--- src/rpn_pkg.sv ---
`timescale 1ns / 1ps

package rpn_pkg;

  // Field widths
  localparam int VAL_W  = 48;
  localparam int ACT_W  = 3;
  localparam int DIG_W  = 4;
  localparam int STAT_W = 3;

  // Token actions
  localparam logic [ACT_W-1:0] ACT_PUSH    = 3'd0;
  localparam logic [ACT_W-1:0] ACT_ADD     = 3'd1;
  localparam logic [ACT_W-1:0] ACT_SUB     = 3'd2;
  localparam logic [ACT_W-1:0] ACT_MUL     = 3'd3;
  localparam logic [ACT_W-1:0] ACT_DIV     = 3'd4;
  localparam logic [ACT_W-1:0] ACT_END     = 3'd5;
  localparam logic [ACT_W-1:0] ACT_INVALID = 3'd6;

  // Result status codes
  localparam logic [STAT_W-1:0] ST_OK        = 3'd0;
  localparam logic [STAT_W-1:0] ST_EMPTY     = 3'd1;
  localparam logic [STAT_W-1:0] ST_UNDERFLOW = 3'd2;
  localparam logic [STAT_W-1:0] ST_INVALID   = 3'd3;
  localparam logic [STAT_W-1:0] ST_DIVZERO   = 3'd4;
  localparam logic [STAT_W-1:0] ST_OVERFLOW  = 3'd5;

  localparam logic [DIG_W-1:0] MAX_DIGIT = 4'd9;

  // Saturation bounds of the signed value
  localparam logic signed [VAL_W-1:0] VAL_MAX = {1'b0, {(VAL_W-1){1'b1}}};
  localparam logic signed [VAL_W-1:0] VAL_MIN = {1'b1, {(VAL_W-1){1'b0}}};

  typedef logic signed [VAL_W-1:0] val_t;

  // Request from the sequencer to the multiply/divide unit
  typedef struct packed {
    logic start;
    logic div;
  } alu_ctl_t;

endpackage

--- src/rpn_tok_if.sv ---
`timescale 1ns / 1ps

interface rpn_tok_if import rpn_pkg::*; ();
  logic             valid;
  logic             ready;
  logic [ACT_W-1:0] action;
  logic [DIG_W-1:0] digit;

  modport source (output valid, action, digit, input ready);
  modport sink   (input valid, action, digit, output ready);
endinterface

--- src/rpn_res_if.sv ---
`timescale 1ns / 1ps

interface rpn_res_if import rpn_pkg::*; ();
  logic              valid;
  logic              ready;
  val_t              value;
  logic [STAT_W-1:0] status;

  modport source (output valid, value, status, input ready);
  modport sink   (input valid, value, status, output ready);
endinterface

--- src/rpn_alu.sv ---
`timescale 1ns / 1ps

module rpn_alu import rpn_pkg::*; #(
  parameter int FRAC_BITS = 16
) (
  input  logic     clk,
  input  logic     rst,
  input  alu_ctl_t ctl,
  input  val_t     a,
  input  val_t     b,
  output logic     done,
  output val_t     result
);

  localparam int PW = 2 * VAL_W;           // full product width
  localparam int NW = VAL_W + FRAC_BITS;   // scaled dividend / quotient width
  localparam int CW = $clog2(NW);
  localparam logic [CW-1:0] MUL_LAST = CW'(VAL_W - 1);
  localparam logic [CW-1:0] DIV_LAST = CW'(NW - 1);

  localparam logic [1:0] A_IDLE = 2'd0;
  localparam logic [1:0] A_MUL  = 2'd1;
  localparam logic [1:0] A_DIV  = 2'd2;
  localparam logic [1:0] A_FIN  = 2'd3;

  logic [1:0]       state;
  logic [CW-1:0]    cnt;
  logic             neg;
  logic             last_div;
  logic [VAL_W-1:0] mag_a;
  logic [VAL_W-1:0] mag_b;
  logic [PW-1:0]    prod;
  logic [NW-1:0]    num;
  logic [VAL_W-1:0] rem;

  logic [VAL_W-1:0] in_mag_a;
  logic [VAL_W-1:0] in_mag_b;
  logic [VAL_W:0]   mul_sum;
  logic [VAL_W:0]   div_rs;
  logic [VAL_W:0]   div_diff;
  logic             div_ge;
  logic [PW-1:0]    wmag;
  logic             big;

  // Operand magnitudes; the most negative value maps to 2^47
  assign in_mag_a = a[VAL_W-1] ? (~a + 1'b1) : a;
  assign in_mag_b = b[VAL_W-1] ? (~b + 1'b1) : b;

  // Shift-add multiply step: add multiplicand into the upper half, shift right
  assign mul_sum = {1'b0, prod[PW-1:VAL_W]} + (prod[0] ? {1'b0, mag_a} : '0);

  // Restoring divide step: bring in one dividend bit, subtract if it fits
  assign div_rs   = {rem, num[NW-1]};
  assign div_diff = div_rs - {1'b0, mag_b};
  assign div_ge   = div_rs >= {1'b0, mag_b};

  // Scale, then saturate the signed result
  assign wmag = last_div ? PW'(num) : (prod >> FRAC_BITS);
  assign big  = |wmag[PW-1:VAL_W-1];
  assign done = (state == A_FIN);

  always_comb begin
    if (neg) begin
      result = big ? VAL_MIN : val_t'(~wmag[VAL_W-1:0] + 1'b1);
    end else begin
      result = big ? VAL_MAX : val_t'(wmag[VAL_W-1:0]);
    end
  end

  // Sequence the iterations
  always_ff @(posedge clk) begin
    if (rst) begin
      state <= A_IDLE;
    end else begin
      case (state)
        A_IDLE: if (ctl.start) begin
          state <= ctl.div ? A_DIV : A_MUL;
        end
        A_MUL: if (cnt == MUL_LAST) begin
          state <= A_FIN;
        end
        A_DIV: if (cnt == DIV_LAST) begin
          state <= A_FIN;
        end
        A_FIN: state <= A_IDLE;
        default: state <= A_IDLE;
      endcase
    end
  end

  // Remember which operation finished
  always_ff @(posedge clk) begin
    if (state == A_IDLE && ctl.start) begin
      last_div <= ctl.div;
    end
  end

  // Load operands and run the datapath
  always_ff @(posedge clk) begin
    case (state)
      A_IDLE: begin
        cnt   <= '0;
        neg   <= a[VAL_W-1] ^ b[VAL_W-1];
        mag_a <= in_mag_a;
        mag_b <= in_mag_b;
        prod  <= {{VAL_W{1'b0}}, in_mag_b};
        num   <= NW'(in_mag_a) << FRAC_BITS;
        rem   <= '0;
      end
      A_MUL: begin
        cnt  <= cnt + 1'b1;
        prod <= {mul_sum, prod[VAL_W-1:1]};
      end
      A_DIV: begin
        cnt <= cnt + 1'b1;
        rem <= div_ge ? div_diff[VAL_W-1:0] : div_rs[VAL_W-1:0];
        num <= {num[NW-2:0], div_ge};
      end
      default: begin
        cnt <= cnt;
      end
    endcase
  end

endmodule

--- src/rpn_stack_evaluator.sv ---
`timescale 1ns / 1ps

// RPN expression evaluator, one token per request on the tok channel.
// A push token places its digit on the operand stack, an operator pops two
// operands and pushes the result, an end token sends one request on the res
// channel carrying the top of stack (or zero) and a status, then empties the
// stack and clears any error. No other token produces a result.
// The result request is registered: it is loaded when its end token is
// taken, or, if a result is still pending, once that result is taken.
// Push, end and invalid tokens are handled as they are taken; add and
// subtract also wait for the registered read of the left operand from the
// stack memory; multiply and divide wait for the one-bit-per-cycle unit.
// The top of stack sits in a register; the entries below it live in a
// single-port-write, registered-read memory of STACK_DEPTH entries.
// Reset empties the stack and clears the error; no clearing pass is needed.
// The tok channel is not ready while reset is high.
// Results sit in an output register, so tokens keep flowing while a result
// waits; only a second end token waits until the pending result is taken.
module rpn_stack_evaluator import rpn_pkg::*; #(
  parameter int STACK_DEPTH = 16,
  parameter int FRAC_BITS   = 16
) (
  input  logic      clk,
  input  logic      rst,
  rpn_tok_if.sink   tok,
  rpn_res_if.source res
);

  localparam int AW  = $clog2(STACK_DEPTH);
  localparam int SPW = $clog2(STACK_DEPTH + 1);

  localparam logic [1:0] S_IDLE  = 2'd0;
  localparam logic [1:0] S_FETCH = 2'd1;
  localparam logic [1:0] S_ALU   = 2'd2;
  localparam logic [1:0] S_EMIT  = 2'd3;

  logic [1:0]        state;
  logic [SPW-1:0]    sp;
  logic [STAT_W-1:0] err;
  logic [ACT_W-1:0]  op;
  val_t              tos;
  val_t              mem [STACK_DEPTH];
  val_t              mem_rd;
  logic              out_valid;
  val_t              out_value;
  logic [STAT_W-1:0] out_status;

  logic              tok_acc;
  logic              is_end;
  logic              slot_free;
  logic              emit_go;
  logic              push_go;
  logic [AW-1:0]     wr_addr;
  logic [AW-1:0]     rd_addr;
  logic [SPW-1:0]    sp_m1;
  logic [SPW-1:0]    sp_m2;
  logic [VAL_W:0]    as_sum;
  val_t              as_res;
  logic [STAT_W-1:0] emit_status;
  alu_ctl_t          alu_ctl;
  logic              alu_done;
  val_t              alu_result;

  assign tok.ready  = (state == S_IDLE) && !rst;
  assign tok_acc    = tok.valid && tok.ready;
  assign is_end     = (tok.action == ACT_END);
  assign slot_free  = !out_valid || res.ready;
  assign emit_go    = slot_free && ((tok_acc && is_end) || state == S_EMIT);
  assign push_go    = tok_acc && err == ST_OK && tok.action == ACT_PUSH &&
                      tok.digit <= MAX_DIGIT && sp < SPW'(STACK_DEPTH);

  assign res.valid  = out_valid;
  assign res.value  = out_value;
  assign res.status = out_status;

  // Stack addressing: entry below the top is written on push, read for operators
  assign sp_m1   = sp - 1'b1;
  assign sp_m2   = sp - SPW'(2);
  assign wr_addr = sp_m1[AW-1:0];
  assign rd_addr = sp_m2[AW-1:0];

  // Saturating add/subtract of left (memory) and right (top of stack)
  assign as_sum = (op == ACT_SUB) ? {mem_rd[VAL_W-1], mem_rd} - {tos[VAL_W-1], tos}
                                  : {mem_rd[VAL_W-1], mem_rd} + {tos[VAL_W-1], tos};
  always_comb begin
    if (as_sum[VAL_W] != as_sum[VAL_W-1]) begin
      as_res = as_sum[VAL_W] ? VAL_MIN : VAL_MAX;
    end else begin
      as_res = val_t'(as_sum[VAL_W-1:0]);
    end
  end

  // Status for an end token
  always_comb begin
    if (err != ST_OK) begin
      emit_status = err;
    end else if (sp == '0) begin
      emit_status = ST_EMPTY;
    end else begin
      emit_status = ST_OK;
    end
  end

  assign alu_ctl.start = (state == S_FETCH) && (op == ACT_MUL || op == ACT_DIV);
  assign alu_ctl.div   = (op == ACT_DIV);

  rpn_alu #(
    .FRAC_BITS (FRAC_BITS)
  ) u_alu (
    .clk    (clk),
    .rst    (rst),
    .ctl    (alu_ctl),
    .a      (mem_rd),
    .b      (tos),
    .done   (alu_done),
    .result (alu_result)
  );

  // Stack memory: one write on push, registered read every cycle.
  // A push and a later operator never touch the memory at the same edge.
  always_ff @(posedge clk) begin
    if (push_go && sp != '0) begin
      mem[wr_addr] <= tos;
    end
    mem_rd <= mem[rd_addr];
  end

  // Control: state, stack pointer, sticky error, output valid
  always_ff @(posedge clk) begin
    if (rst) begin
      state     <= S_IDLE;
      sp        <= '0;
      err       <= ST_OK;
      out_valid <= 1'b0;
    end else begin
      if (emit_go) begin
        out_valid <= 1'b1;
        sp        <= '0;
        err       <= ST_OK;
      end else if (out_valid && res.ready) begin
        out_valid <= 1'b0;
      end
      case (state)
        S_IDLE: begin
          if (tok_acc && is_end) begin
            if (!slot_free) begin
              state <= S_EMIT;
            end
          end else if (tok_acc && err == ST_OK) begin
            case (tok.action)
              ACT_PUSH: begin
                if (tok.digit > MAX_DIGIT) begin
                  err <= ST_INVALID;
                end else if (sp >= SPW'(STACK_DEPTH)) begin
                  err <= ST_OVERFLOW;
                end else begin
                  sp <= sp + 1'b1;
                end
              end
              ACT_ADD, ACT_SUB, ACT_MUL, ACT_DIV: begin
                if (sp < SPW'(2)) begin
                  err <= ST_UNDERFLOW;
                end else if (tok.action == ACT_DIV && tos == '0) begin
                  err <= ST_DIVZERO;
                end else begin
                  state <= S_FETCH;
                end
              end
              default: err <= ST_INVALID;
            endcase
          end
        end
        S_FETCH: begin
          if (op == ACT_ADD || op == ACT_SUB) begin
            sp    <= sp_m1;
            state <= S_IDLE;
          end else begin
            state <= S_ALU;
          end
        end
        S_ALU: if (alu_done) begin
          sp    <= sp_m1;
          state <= S_IDLE;
        end
        S_EMIT: if (slot_free) begin
          state <= S_IDLE;
        end
        default: state <= S_IDLE;
      endcase
    end
  end

  // Datapath: top of stack, latched operator, output payload
  always_ff @(posedge clk) begin
    if (tok_acc) begin
      op <= tok.action;
    end
    if (push_go) begin
      tos <= val_t'(VAL_W'(tok.digit) << FRAC_BITS);
    end else if (state == S_FETCH && (op == ACT_ADD || op == ACT_SUB)) begin
      tos <= as_res;
    end else if (state == S_ALU && alu_done) begin
      tos <= alu_result;
    end
    if (emit_go) begin
      out_status <= emit_status;
      out_value  <= (emit_status == ST_OK) ? tos : '0;
    end
  end

endmodule
--- src/flat_wrapper.sv ---
// flat-port wrapper written by rule: the top's interface ports become plain ports
module rpn_stack_evaluator_flat import rpn_pkg::*;
#(
  parameter int STACK_DEPTH = 16,
  parameter int FRAC_BITS   = 16
)
  (clk, rst, tok_valid, tok_action, tok_digit, tok_ready, res_valid, res_value, res_status, res_ready);
  rpn_tok_if tok_i ();
  rpn_res_if res_i ();
  input  logic clk;
  input  logic rst;
  input wire logic [$bits(tok_i.valid)-1:0] tok_valid;
  input wire logic [$bits(tok_i.action)-1:0] tok_action;
  input wire logic [$bits(tok_i.digit)-1:0] tok_digit;
  output wire logic [$bits(tok_i.ready)-1:0] tok_ready;
  output wire logic [$bits(res_i.valid)-1:0] res_valid;
  output wire logic [$bits(res_i.value)-1:0] res_value;
  output wire logic [$bits(res_i.status)-1:0] res_status;
  input wire logic [$bits(res_i.ready)-1:0] res_ready;
  assign tok_i.valid = tok_valid;
  assign tok_i.action = tok_action;
  assign tok_i.digit = tok_digit;
  assign tok_ready = tok_i.ready;
  assign res_valid = res_i.valid;
  assign res_value = res_i.value;
  assign res_status = res_i.status;
  assign res_i.ready = res_ready;
  rpn_stack_evaluator #(.STACK_DEPTH(STACK_DEPTH), .FRAC_BITS(FRAC_BITS)) u_core (.clk(clk), .rst(rst), .tok(tok_i), .res(res_i));
endmodule
--- config.mk ---
export PLATFORM = sky130hd
export DESIGN_NAME = rpn_stack_evaluator_flat
export DESIGN_NICKNAME = d
export VERILOG_FILES = /design/src/rpn_pkg.sv /design/src/rpn_tok_if.sv /design/src/rpn_res_if.sv /design/src/rpn_alu.sv /design/src/rpn_stack_evaluator.sv /design/src/flat_wrapper.sv
export SDC_FILE = /design/constraint.sdc
export NUM_CORES = 2
export LEC_CHECK = 0
export BUFFER_PORTS_ARGS = -buffer_cell sky130_fd_sc_hd__buf_2
export CAP_MARGIN = 20
export CORE_MARGIN = 2
export CORE_UTILIZATION = 55
export CTS_CLUSTER_DIAMETER = 120
export DETAILED_ROUTE_END_ITERATION = 16
export PLACE_DENSITY_LB_ADDON = 0.12
export SYNTH_ARGS = -nofsm -noshare
export SYNTH_HDL_FRONTEND = slang
export SYNTH_SLANG_ARGS = --single-unit
--- constraint.sdc ---
create_clock -name clk -period 5.8 [get_ports clk]
set_input_delay 0.58 -clock clk [delete_from_list [all_inputs] [get_ports clk]]
set_output_delay 0.58 -clock clk [all_outputs]
set_load 0.02 [all_outputs]
Word-level counts from Yosys, hierarchy flattened
Memory sizes are Yosys's and may differ from the RTL's. A register that Yosys moved wholly into a read port is not among the register bits.
Index checks and enable logic that the tools add are counted.
- flip-flop bits (word level): 427
- RAM bits: 768
- input bits: 11
- output and inout port bits: 53
- logic and storage cells: 166
- memories kept: 1
- add/sub/neg operators: 11
- $lt $le $gt $ge: 6
- equal/unequal tests: 28
- mux-type cells: 57
- bitwise operators: 4
- reductions and logical operators: 41
- memory list (memory ; words ; width ; read ports ; clocked after Yosys merged registers in ; wr ports ; line ; RTL):
    u_core.mem ; 16 ; 48 ; 1 ; 1 ; 1 ; rpn_stack_evaluator.sv:42 ; val_t mem [STACK_DEPTH];
- operators with widths (kind ; number):
    two-way mux 48 bit ; 11
    one-hot mux 96 bit (2 select lines) ; 1
    adder 48 x 1 -> 48 bit, second input constant ; 3
    NOT 48 bit ; 3
    one-hot mux 64 bit (2 select lines) ; 1
    adder 48 x 48 -> 49 bit ; 2
    one-hot mux 48 bit (2 select lines) ; 1
    two-way mux 80 bit ; 1
    >= comparator 49 x 48 -> 1 bit ; 1
    two-way mux 49 bit ; 1
    OR reduction 49 bit ; 1
    subtractor 48 x 48 -> 49 bit ; 1
    zero test 48 bit ; 1
    subtractor 48 bit ; 1
    two-way mux 5 bit ; 8
    two-way mux 3 bit ; 9
    two-way mux 2 bit ; 13
    two-way mux 20 bit ; 1
    one-hot mux 2 bit (4 select lines) ; 2
    logical AND 1 bit ; 15
    != test 3 bit, second input constant ; 5
    one-hot mux 5 bit (3 select lines) ; 1
    equality test 3 x 2 -> 1 bit, second input constant ; 4
    equality test 6 bit, second input constant ; 2
    32 further kinds ; 58

Longest topological paths before layout
- depth after elaboration: 13
- depth in mapped cells: 24
- depth with buffers taken out: 21

By module
Synthesis repeated with hierarchy kept, for this count alone.
- cell total of the unflattened synthesis: 4423
- area total of the unflattened synthesis: 60643.2 um^2
- modules (own cells, without submodules) (module ; times used ; cells an instance ; area an instance (um^2) ; sequential area each (um^2)):
    rpn_stack_evaluator ; 1 ; 2209 ; 38627.0 ; 26865.8
    rpn_alu ; 1 ; 2214 ; 22016.1 ; 9409.0

Worst setup path after synthesis
Ideal clock, no wire load.
- path type: flip-flop to flip-flop
- start point: register u_core.tos[18]
- end point: register u_core.tos[18] (data pin)
- library setup time: 152 ps
- arrival: 5655 ps
- required time: 5648 ps
- slack: -7 ps
- cell stages (with the launch flop): 21
- buffers on the path: 1
- clock period less this slack: 5807 ps
- cell sequence: edfxtp_1 -> or4_1 -> or3b_1 -> or2_1 -> inv_2 -> nand3_1 -> or4_1 -> or3_1 -> clkbuf_1 -> o31ai_1 -> xor2_1 -> ha_1 -> a21o_1 -> a21oi_1 -> o21ai_0 -> a221o_1 -> a211oi_1 -> o211ai_1 -> or4_1 -> and2_1 -> a31oi_1
- longest elaborated chain between the ends: 6
- elaborated cells between the ends (all ways): 8
- those cells by class: add/sub: 2; eq/ne: 1; mux: 5
- RTL lines (item ; line ; RTL):
    start, declared ; rpn_stack_evaluator.sv:41 ; val_t tos;
    start signal, assigned ; rpn_stack_evaluator.sv:199 ; tos <= val_t'(VAL_W'(tok.digit) << FRAC_BITS);
    start signal, assigned ; rpn_stack_evaluator.sv:201 ; tos <= as_res;
    start signal, assigned ; rpn_stack_evaluator.sv:203 ; tos <= alu_result;
    adder 48 x 48 -> 49 bit or subtractor 48 x 48 -> 49 bit (tied branches) ; rpn_stack_evaluator.sv:84, rpn_stack_evaluator.sv:83 ;
    two-way mux 49 bit (*) ; rpn_stack_evaluator.sv:83 ; assign as_sum = (op == ACT_SUB) ? {mem_rd[VAL_W-1], mem_rd} - {tos[VAL_W-1], tos}
    two-way mux 48 bit or != test 1 bit (tied branches) ; rpn_stack_evaluator.sv:87, rpn_stack_evaluator.sv:86 ;
    two-way mux 48 bit (*) ; rpn_stack_evaluator.sv:86 ; if (as_sum[VAL_W] != as_sum[VAL_W-1]) begin
    two-way mux 48 bit (*) ; rpn_stack_evaluator.sv:200 ; end else if (state == S_FETCH && (op == ACT_ADD || op == ACT_SUB)) begin
    two-way mux 20 bit (*) ; rpn_stack_evaluator.sv:198 ; if (push_go) begin
Every way passes the cells marked *; elsewhere a longest branch is shown, timed or not.
A chain may end at the register's enable or synchronous reset.

Final worst setup path
- start point: register u_core.tos[19]
- end point: register u_core.tos[3]
- longest elaborated chain between the ends: 5
- elaborated cells between the ends (all ways): 7
- those cells by class: add/sub: 2; eq/ne: 1; mux: 4
- RTL lines (item ; line):
    adder 48 x 48 -> 49 bit or subtractor 48 x 48 -> 49 bit (tied branches) ; rpn_stack_evaluator.sv:84, rpn_stack_evaluator.sv:83
    two-way mux 49 bit (*) ; rpn_stack_evaluator.sv:83
    two-way mux 48 bit or != test 1 bit (tied branches) ; rpn_stack_evaluator.sv:87, rpn_stack_evaluator.sv:86
    two-way mux 48 bit (*) ; rpn_stack_evaluator.sv:86
    two-way mux 48 bit (*) ; rpn_stack_evaluator.sv:200
Marked as above.

==> reports/qor.txt <==
critical-path maximum fanout: 8
layout filler cell count: 8178
Vias/cell: 6.35
PortBufs: 63
CP startpoint kind: register
fin area: 0.0679 sq mm
Synth Instances: 4372
Critical Path End Type: register
Area after DPL: 0.0630 sq mm
largest net degree at the start of global routing: 135
vias in the first global route: 37000
first-pass GRT wire length: 241000 um
Post-synth ARST share: 0
Routed Antenna Nets: 0
fin. max-slew vios: 0
initial antenna violation count: 2
clock transition at the registers of the reported paths: 70 ps
final setup fails: 0
maxcap violations: 0
Yosys top cell area share: 0.568
Post-synth top flop: edfxtp_1
CTS tree: built
core area: 0.109 sq mm
Total Power: 33.5 mW
flops & latches, synth: 1243
Num CTS Buffers: 132
die area: 0.112 sq mm
top cells by area, synth: edfxtp_1 57%, mux4_2 9.0%, dfxtp_1 3.5%
Clock Sinks: 1243
post-DR wirelength/cell: 27.0 um
worst skew pair latency: 780 ps
hold violation count in the final report: 0
Flop pwr share: 0.381
Final WS setup: 73.4 ps
placed wire-length estimate: 108000 um
Required @ worst endpoint: 6510 ps
area leader, netlist: edfxtp_1
Tmin final: 5730 ps
RSZ-0062 raised after global routing: yes
CTS root buffer: clkbuf_16
GRT overflow: 0
sequential share of the synthesized area: 0.603
I/O pin total: 64
critical path type: register to register
share of layout cells above drive strength 1: 0.187
gpl congestion: 0.949
DR pass1 iterations: 6
Starting Density: 0.554
clock tree buffer depth: 3
clock network power share: 0.258
number of synthesized flops with an enable pin: 1138
Final Util: 0.624
synthesized area: 0.0602 sq mm
worst path arrival time: 6440 ps
Logic pwr share: 0.361
DP Worst Slack: -37.1 ps
setup TNS: 0 ps
Synthesized Nets: 4550
sw power: 12.1 mW
CTS H-tree lvls: 4
Relative slew margins: 0.249
synthesized area per cell: 13.8 sq um
final wirelength: 163000 um
vias after detailed routing: 38300
status: complete, no violations
Max VDD drop: 0.000291 V
Cell Rows: 121
count of cell types in the netlist: 86
leakage power: 24.4 nW
total global-route track usage: 0.291
1st-iter DRT viols: 4169
DR DRC count: 0
worst-margin pin slew: 1130 ps
PwrDens: 493 mW/mm^2
Tightest Hold Check Type: input port to register
hold_buf cts: 0
DIE HEIGHT: 335 um
Final Skew: 43.0 ps
Yosys warning count: 0
Net Sw Frac: 0.361
die width: 335 um
Int Pwr: 21.4 mW
fmax: 0.175 GHz
nets: 4683
ratio of final minimum period to clock period: 0.987
Syn-to-layout area delta: 12.8%
==> flip-flops by register name, summed over array words and instances, names as in the netlist, 5 cells and up <==
| signal | cells |
|---|---|
| u_core.mem | 768 |
| u_core.u_alu.prod | 96 |
| u_core.u_alu.num | 64 |
| u_core.mem_rd | 48 |
| u_core.res.value | 48 |
| u_core.tos | 48 |
| u_core.u_alu.mag_a | 48 |
| u_core.u_alu.mag_b | 48 |
| u_core.u_alu.rem | 48 |
| u_core.u_alu.cnt | 6 |
| u_core.sp | 5 |
==> critical path, stage by stage, from the launching register on <==
cell and delay [ps]:
edfxtp_1 390, or4_4 560, or3b_4 390, or2_4 240, inv_2 60, nand3_2 80
or4_4 450, or3_4 430, buf_6 160, o31ai_4 180, xor2_1 100, ha_1 320
nand4_1 160, or3_4 440, o32a_1 210, nor4bb_4 160, o21ai_1 70, o211ai_1 170
buf_4 220, o41a_4 560, clkbuf_16 200, a21oi_1 130
==> cell type report <==
class	instances	area, sq um	share of cell area
antenna	3	7.51	0.000111
clock buffer	178	3650	0.0537
clock inverter	63	821	0.0121
inverter	117	440	0.00649
multi-input combinational	2771	23000	0.338
sequential	1243	36300	0.535
tap	1414	1770	0.0261
timing repair buffer	240	1950	0.0287
==> metal layers <==
metal  global-route usage  up-vias  share of wire
met5                    0        -              0
met4                0.109        0          0.035
met3               0.0528      312          0.078
met2                0.450     1554           0.46
met1                0.416    19300           0.43
li1                     -    17100              -
==> synth_stat cells (42+ instances only) <==
cell,n
and2_1,136
a21o_1,79
nand2_1,265
ha_1,164
a21oi_1,224
a31oi_1,48
nand3_1,84
mux2_2,97
clkbuf_1,203
xnor2_1,187
nand4_1,46
dfxtp_1,105
xor2_1,103
mux4_2,240
edfxtp_1,1138
mux2i_1,78
o21ai_0,220
nand2b_1,42
nor2_1,240
inv_1,115
nor3_1,71
==> per-stage QoR <==
stage,instances,hold WS [ps]
after floorplan,4372,408
after global placement,5772,475
after detailed placement,5772,480
after CTS,6015,29.2
after global routing,6026,55.1
final,6029,73.7
==> what timing repair did <==
item	4_1_cts	5_1_grt
pin swaps	2	20
setup endpoints to repair	8	47
resized for setup	3	46
gates cloned	0	4
setup buffers	2	7
==> layout by cell type, fill, tap and decap left out, types with 63 or more instances in the layout <==
cell type,n
nor2_1,223
a21o_1,79
buf_2,63
xor2_1,102
mux2_2,97
nand2_1,265
nor3_1,70
and2_1,135
inv_1,113
dfxtp_1,101
a21oi_1,219
ha_1,161
buf_4,150
o21ai_0,215
mux2i_1,78
clkbuf_16,137
xnor2_1,187
edfxtp_1,1138
nand3_1,83
mux4_2,240
==> kinds of logic (layout without fill, tap and decap cells) <==
group / Yosys count / in the layout / share of synthesized area
buffers and inverters: 358 / 598 / 0.0228
adders and majority gates: 168 / 168 / 0.0353
and+or+nand+nor: 1069 / 1069 / 0.0889
xor gates and xnor gates: 290 / 290 / 0.0422
other: 0 / 3 / 0
AOI/OAI and AO/OA: 828 / 828 / 0.0870
muxes: 416 / 416 / 0.121
DFF: 1243 / 1243 / 0.603
==> power groups by stage <==
stage | Combinational [mW] | Sequential, mW | Clock (mW)
after detailed placement | 11.6 | 12.9 | 0
final | 12.1 | 12.8 | 8.62
after floorplan | 8.28 | 12.5 | 0
after CTS | 11.7 | 12.7 | 8.75
after global routing | 13.1 | 12.9 | 9.10
after global placement | 11.6 | 12.9 | 0
==> path summary, 6_finish.rpt <==
kind / start / to / slack (ps) / cells past startpoint
setup / recovery: u_core.tos[19] / u_core.tos[3] / 70 / 21
hold / removal: tok_action[0] / u_core.op[0] / 70 / 1
setup reg to reg: u_core.tos[19] / u_core.tos[3] / 70 / 21
hold reg to reg: u_core.tos[0] / u_core.u_alu.mag_b[0] / 500 / 0
Note: power is estimated with default switching activity, not from simulation.
